### config.mk
export PLATFORM = sky130hd
export DESIGN_NAME = pce_ctrl
export DESIGN_NICKNAME = d
export VERILOG_FILES = /design/src/rtl/core/pce_pkg.sv /design/src/rtl/core/pce_ctrl.sv
export SDC_FILE = /design/constraint.sdc
export NUM_CORES = 1
export LEC_CHECK = 0
export ABC_AREA = 1
export BUFFER_PORTS_ARGS = -buffer_cell sky130_fd_sc_hd__buf_4
export CAP_MARGIN = 15
export CORE_AREA = 2 2 39 41
export DETAILED_ROUTE_END_ITERATION = 7
export DIE_AREA = 0 0 41 43
export SYNTH_ARGS = -nofsm -noshare
export SYNTH_HDL_FRONTEND = slang
export SYNTH_SLANG_ARGS = --single-unit
### constraint.sdc
create_clock -name clk_i -period 1.65 [get_ports clk_i]
set_input_delay 0.165 -clock clk_i [delete_from_list [all_inputs] [get_ports clk_i]]
set_output_delay 0.165 -clock clk_i [all_outputs]
set_load 0.02 [all_outputs]
### src/rtl/core/pce_pkg.sv
// Shared types and constants for the prefix-code byte encoder.
package pce_pkg;

  localparam int SymW   = 8;
  localparam int InLenW = 6;
  localparam int InWordW = 32;
  localparam int ByteW  = 8;
  localparam int KindW  = 2;
  localparam int InDataW = 48;

  localparam logic [2:0] EmptyPos = 3'd7;

  typedef enum logic [KindW-1:0] {
    KIND_LOAD   = 2'd0,
    KIND_ENCODE = 2'd1,
    KIND_FINISH = 2'd2,
    KIND_NONE   = 2'd3
  } kind_e;

  typedef struct packed {
    logic tbl_wr;      // write table entry from input transfer
    logic tbl_rd;      // read table entry for input symbol
    logic code_ld;     // load packer shift register from table read data
    logic pack_step;   // move one chunk of code bits into the pending byte
    logic flush_pend;  // emit partial pending byte
    logic emit_mark;   // emit marker byte and empty the packer
  } pce_cmd_t;

  typedef struct packed {
    logic code_done;   // no code bits left
    logic last_step;   // next step drains the remaining code bits
    logic byte_full;   // next step completes a byte
    logic pend_empty;  // packer holds no bits
    logic slot_free;   // output register can take a byte this cycle
  } pce_sts_t;

endpackage

### src/rtl/core/pce_ctrl.sv
// Controller state machine of the prefix-code byte encoder.
module pce_ctrl (
  input  logic              clk_i,
  input  logic              rst_ni,
  input  logic              in_valid_i,
  input  logic [1:0]        in_kind_i,
  output logic              in_ready_o,
  input  pce_pkg::pce_sts_t sts_i,
  output pce_pkg::pce_cmd_t cmd_o
);
  import pce_pkg::*;

  typedef enum logic [2:0] {
    ST_IDLE,
    ST_LOOKUP,
    ST_PACK,
    ST_FLUSH,
    ST_MARK
  } state_e;

  state_e state_q, state_d;
  kind_e  kind;
  logic   accept;

  assign kind       = kind_e'(in_kind_i);
  assign in_ready_o = (state_q == ST_IDLE);
  assign accept     = in_valid_i && in_ready_o;

  always_comb begin
    state_d = state_q;
    cmd_o   = '0;
    unique case (state_q)
      ST_IDLE: begin
        if (accept) begin
          case (kind)
            KIND_LOAD: cmd_o.tbl_wr = 1'b1;
            KIND_ENCODE: begin
              cmd_o.tbl_rd = 1'b1;
              state_d      = ST_LOOKUP;
            end
            KIND_FINISH: state_d = ST_FLUSH;
            default: ;
          endcase
        end
      end
      ST_LOOKUP: begin
        cmd_o.code_ld = 1'b1;
        state_d       = ST_PACK;
      end
      ST_PACK: begin
        if (sts_i.code_done) begin
          state_d = ST_IDLE;
        end else if (sts_i.slot_free || !sts_i.byte_full) begin
          cmd_o.pack_step = 1'b1;
          if (sts_i.last_step) state_d = ST_IDLE;
        end
      end
      ST_FLUSH: begin
        if (sts_i.pend_empty) begin
          state_d = ST_MARK;
        end else if (sts_i.slot_free) begin
          cmd_o.flush_pend = 1'b1;
          state_d          = ST_MARK;
        end
      end
      ST_MARK: begin
        if (sts_i.slot_free) begin
          cmd_o.emit_mark = 1'b1;
          state_d         = ST_IDLE;
        end
      end
      default: state_d = ST_IDLE;
    endcase
  end

  always_ff @(posedge clk_i or negedge rst_ni) begin
    if (!rst_ni) begin
      state_q <= ST_IDLE;
    end else begin
      state_q <= state_d;
    end
  end

endmodule

==> impl_metrics.json, run 1 <==
{
  "grt_use_total_pct": 9.97,
  "fillCellCount": 152,
  "slew_violations": 0,
  "min_period_ns": 1.47,
  "worst_slew_pin_slew_ns": 0.242,
  "swShare_pct": 47.4,
  "rsz0062_at_grt": "false",
  "die_h_microns": 43,
  "path_delay_family": "flip-flops",
  "area_delta_synth_final_pct": 65.1,
  "antenna_found_initial": 0,
  "crit_chain": "inv_1, nand2_2, nor2_4, nand2_1, nor3_2, buf_4",
  "gr-total-overflow": 0,
  "ys_warn_count": 0,
  "postRouteAntennaNets": 0,
  "start_kind": "flip-flop",
  "rows": 14,
  "finalWirelength_microns": 734,
  "crit_path_start": "state_q[1]",
  "largest-register": "state_q",
  "rrSetupSlack_ns": 0.50,
  "hold_path_class": "in2reg",
  "cp.arrival_ns": 1.31,
  "fin_area_sq_um": 473,
  "cts_setup_buffers": 0,
  "register_area_sq_um": 75.1,
  "num_antenna_cells": 0,
  "drive_gt1_share_pct": 44.3,
  "fin_crit_sh_pct": 89.1,
  "hold_path.startpoint": "sts_i[1]",
  "cap_violations": 0,
  "ys_seq_area_share_pct": 26.2,
  "relSlewSlack_pct": 83.7,
  "grt_pass1_wl_mm": 1.17,
  "synthesis.area_sq_um": 287,
  "cts_buffers": 3,
  "post_dp_cell_area_sq_um": 427,
  "seq_power_share_pct": 22.4,
  "io_pins": 17,
  "first_global_vias": 311,
  "wl_per_cell_microns": 8.53,
  "hold_violations": 0,
  "die-width_microns": 41,
  "synth-seq-cells": 3,
  "largest_reg_flops": 3,
  "route.detailed.drc": 0,
  "setup_tns_ns": 0,
  "cp.required_ns": 1.48,
  "core-area_sq_um": 1380,
  "nets": 81,
  "setup_viol": 0,
  "ys_types": 12,
  "clkLatencyLatePin_ns": 0.23,
  "grt_max_degree": 7,
  "root_buffer": "clkbuf_4",
  "die-area_sq_um": 1760,
  "initial_core_util_pct": 20.7,
  "cts_tree": "done",
  "outcome": "finished, final reports clean",
  "drt_iter0_drc": 3,
  "dr_total_vias": 362,
  "p_sw_w": 0.000317,
  "reg_top3": "state_q (3)",
  "htree_levels": 1,
  "total_power_w": 0.000669,
  "max_freq_ghz": 0.680,
  "gp_congestion": 0.767,
  "critical_path_class": "reg2out",
  "multi_input_area_sq_um": 191,
  "port_buffers": 16,
  "max-vdd-ir-drop_uv": 478,
  "slowest_stage": "dfrtp_1",
  "powerDensity_nw_per_um2": 1410,
  "cts_buffer_depth": 2,
  "r2r-start": "state_q[0]",
  "power_leakage_nw": 0.267,
  "firstDrtPassIters": 4,
  "via_per_inst": 4.21,
  "skew_ns": 0.00272,
  "cts.sinks": 3,
  "cp-end-kind": "output pin",
  "clk_pin_slew_worst_paths_ns": 0.04,
  "hpwl_microns": 589,
  "comb_power_share_pct": 58.6,
  "synth_fp_nets": 59,
  "synth_area_per_cell_sq_um": 5.85,
  "synth_cells": 49,
  "pwr-share-clk_pct": 19.1,
  "crit_path_max_fanout": 5,
  "slowest_delay_ns": 0.41,
  "intPower_w": 0.000352,
  "crit_buf_inv": 2
}
-- layout make-up --
| type | count | share of cell area [%] |
|---|---|---|
| multi-input combinational | 38 | 40.5 |
| clock buffer | 4 | 5.56 |
| tap | 16 | 4.23 |
| inverter | 8 | 6.35 |
| timing repair buffer | 17 | 27.5 |
| sequential | 3 | 15.9 |
-- synth_stat cells --
cell	instances	area (sq um)
nand2_1	13	48.8
dfrtp_1	3	75.1
nand3_2	1	10.0
nor2_2	3	18.8
inv_1	5	18.8
nand2_2	4	25.0
inv_2	3	11.3
nor4_1	2	12.5
nor2_1	7	26.3
a21oi_1	2	10.0
nand3_1	5	25.0
nor3_1	1	5.00
-- power by group through the flow --
| stage | combinational [W] | clock [W] | sequential [W] |
|---|---|---|---|
| finish | 0.000392 | 0.000127 | 0.000150 |
| global route | 0.000438 | 0.000148 | 0.000154 |
| CTS | 0.000382 | 0.000135 | 0.000146 |
| detailed placement | 0.000380 | 0 | 0.000146 |
| global placement | 0.000378 | 0 | 0.000145 |
| floorplan | 0.000262 | 0 | 0.000136 |
-- cells by family (layout without fill, tap and decap cells) --
family	Yosys count	count (layout)	share of synthesized area (%)
and+or+nand+nor	36	36	59.8
AOI/OAI and AO/OA	2	2	3.49
DFF	3	3	26.2
buffers and inverters	8	29	10.5
-- stage by stage --
stage	utilization, %	hold slack [ns]	std cells	setup slack, ns
2_1_floorplan	-	-0.131	49	0.0925
3_3_place_gp	30.8	-0.0441	81	0.388
5_1_grt	34.2	0.228	86	0.0390
6_report	34.2	0.228	86	0.180
4_1_cts	33.5	0.226	86	0.0975
3_5_place_dp	30.8	-0.0422	81	0.363
-- repair_timing --
action                                  CTS  global route
hold endpoints to repair                  3             0
hold buffers                              1             0
resized for setup                         0             2
endpoints found under the setup margin    0             1
-- worst register-to-register path: cells and delay by family (launching register included) --
kind,cells,cell delay [ns]
flops,1,0.47
simple gates,7,0.57
-- placed cells by master, fill, tap and decap left out --
master,count
dlygate4sd3_1,1
nand3_2,1
nor2_2,2
nor3_2,1
clkbuf_1,1
clkbuf_4,3
a21oi_1,2
dfrtp_1,3
nor2_4,1
inv_2,3
nand2_2,4
nand2_1,13
nor4_1,2
nand3_1,5
nor2_1,7
buf_4,16
inv_1,5
-- final timing paths --
check,end,depth (start not counted)
worst max-delay path,cmd_o[5],6
worst min-delay path,state_q[0],4
worst max register to register,state_q[2],7
worst min register to register,state_q[1],2
max in group asynchronous,state_q[0],2
min in group asynchronous,state_q[1],2
-- layer usage --
layer | part of all wire, % | vias up | track usage (%)
met4 | 0 | 0 | 6.00
met5 | 0 | - | 0
met3 | 7.9 | 0 | 4.71
li1 | - | 196 | -
met2 | 46 | 11 | 13.4
met1 | 46 | 155 | 12.3
(Power assumes the default switching activity.)
==> inputs of run 2 (changes only) <==
==> constraint.sdc (replaced) <==
create_clock -name clk_i -period 1.65 [get_ports clk_i]
set_input_delay 0.33 -clock clk_i [delete_from_list [all_inputs] [get_ports clk_i]]
set_output_delay 0.33 -clock clk_i [all_outputs]
set_load 0.02 [all_outputs]
==> run 2 against run 1 <==
Effect of this change: register-to-register slack worse by 0.08 ns; critical path depth down 1; total power grew 13%; count of clock-buffer cells in the layout unchanged; non-clock buffer count is 4 higher; cell area increased by 9.5%.
==> impl_metrics.json, run 2 (synthesized netlist as in run 1, its figures left out) <==
{
  "initial_core_util_pct": 20.7,
  "relSlewSlack_pct": 83.3,
  "slew_violations": 0,
  "worst_slew_pin_slew_ns": 0.249,
  "power_leakage_nw": 0.288,
  "cp.required_ns": 1.32,
  "clk_pin_slew_worst_paths_ns": 0.04,
  "grtUsageMet2_pct": 15.3,
  "hold_depth": 4,
  "htree_levels": 1,
  "antenna_found_initial": 0,
  "die-area_sq_um": 1760,
  "layout_setup_ws_ns": 0.0648,
  "setup_viol": 0,
  "die_h_microns": 43,
  "firstDrtPassIters": 2,
  "cp-end-kind": "output pin",
  "area_delta_synth_final_pct": 80.8,
  "cap_violations": 0,
  "gr-total-overflow": 0,
  "crit_path_max_fanout": 3,
  "dp_cells": 81,
  "dr_total_vias": 369,
  "io_pins": 17,
  "cts_tree": "done",
  "drt_iter0_drc": 2,
  "gp_congestion": 0.793,
  "rsz0062_at_grt": "true",
  "num_antenna_cells": 0,
  "grt_use_total_pct": 10.4,
  "grt_pass1_wl_mm": 1.24,
  "finalNonFillerCells": 90,
  "top_usage_layer": "met2",
  "cts_buffers": 3,
  "fin_area_sq_um": 518,
  "largest-register": "state_q",
  "via_per_inst": 4.10,
  "fin_util_pct": 37.4,
  "wl_per_cell_microns": 8.93,
  "hold_violations": 0,
  "first_global_vias": 338,
  "postRouteAntennaNets": 0,
  "fin_crit_sh_pct": 96.1,
  "die-width_microns": 41,
  "pwr-share-clk_pct": 16.9,
  "skew_ns": 0.00309,
  "hold_path_class": "in2reg",
  "clkLatencyLatePin_ns": 0.23,
  "r2r.worst_path.cells": 8,
  "rows": 14,
  "core-area_sq_um": 1380,
  "max_freq_ghz": 0.631,
  "dp_slack_ns": 0.182,
  "p_sw_w": 0.000341,
  "gr-usage-met3_pct": 3.14,
  "cts.sinks": 3,
  "total_power_w": 0.000754,
  "drive_gt1_share_pct": 52.7,
  "final_common_cell": "buf_4",
  "largest_reg_flops": 3,
  "cts_buffer_depth": 2,
  "route.detailed.drc": 0,
  "powerDensity_nw_per_um2": 1460,
  "finalWirelength_microns": 804,
  "min_period_ns": 1.59,
  "final_cell_mix": "buf_4, nand2_1, nor2_1, nand3_1",
  "critical_path_class": "reg2out",
  "max-vdd-ir-drop_uv": 727,
  "grt_max_degree": 7,
  "cp.arrival_ns": 1.26,
  "port_buffers": 16,
  "start_kind": "flip-flop",
  "swShare_pct": 45.3,
  "root_buffer": "clkbuf_4",
  "nets": 85,
  "intPower_w": 0.000413,
  "gr-usage-met1_pct": 12.7,
  "outcome": "finished, final reports clean",
  "post_dp_cell_area_sq_um": 432,
  "reg_top3": "state_q (3)",
  "seq_power_share_pct": 18.5,
  "hpwl_microns": 633,
  "comb_power_share_pct": 64.6
}
-- run 2: cell count changes in the layout (fill, tap and decap cells not counted), sizes merged --
cell	change
buf	+4
-- run 2: power groups by stage --
| stage | logic, W | clock network, W | registers (W) |
|---|---|---|---|
| after global placement | 0.000382 | 0 | 0.000145 |
| after global routing | 0.000537 | 0.000149 | 0.000143 |
| after detailed placement | 0.000384 | 0 | 0.000146 |
| after floorplan | 0.000264 | 0 | 0.000136 |
| final | 0.000487 | 0.000127 | 0.000140 |
| after CTS | 0.000447 | 0.000135 | 0.000135 |
-- run 2: path summary, 6_finish.rpt --
kind                                 start    endpoint  slack (ns)
worst max-delay path            state_q[2]    cmd_o[2]        0.06
worst min-delay path              sts_i[1]  state_q[0]        0.39
worst max register to register  state_q[2]  state_q[1]        0.42
worst min register to register  state_q[1]  state_q[1]        0.64
max in group asynchronous           rst_ni  state_q[0]        1.12
min in group asynchronous           rst_ni  state_q[0]        0.43
-- run 2: timing repair --
| item | CTS | global route |
|---|---|---|
| buffers inserted | 3 | 1 |
| pin swaps | 0 | 2 |
| hold buffers | 1 | 0 |
| resized for setup | 1 | 5 |
| hold endpoints to repair | 3 | 0 |
| setup endpoints to repair | 2 | 3 |
-- run 2: area by class of cell --
| class | instances | area (sq um) |
|---|---|---|
| Clock buffer | 4 | 26.3 |
| Sequential cell | 3 | 76.3 |
| Timing Repair Buffer | 21 | 160 |
| Tap cell | 16 | 20.0 |
| Inverter | 8 | 30.0 |
| Multi-Input combinational cell | 38 | 205 |
| Fill cell | 163 | 866 |
-- run 2: per-stage QoR --
step / TNS, ns / hold slack [ns]
after CTS: 0 / 0.379
after detailed placement: 0 / 0.123
after global placement: 0 / 0.121
after floorplan: 0 / 0.0344
after global routing: -0.0195 / 0.402
final: 0 / 0.389
-- run 2: metal layers --
metal  vias up  routed length, microns
li1        201                       -
met1       158                     335
met2        10                     414
met3         0                      54
met4         0                       0
met5         -                       0
-- run 2: worst max-delay path, stage by stage, from the launching register on --
cell and delay [ns]:
dfrtp_1 0.38, buf_4 0.15, nor2_1 0.13, nand2_1 0.08
a21oi_1 0.12, buf_4 0.15
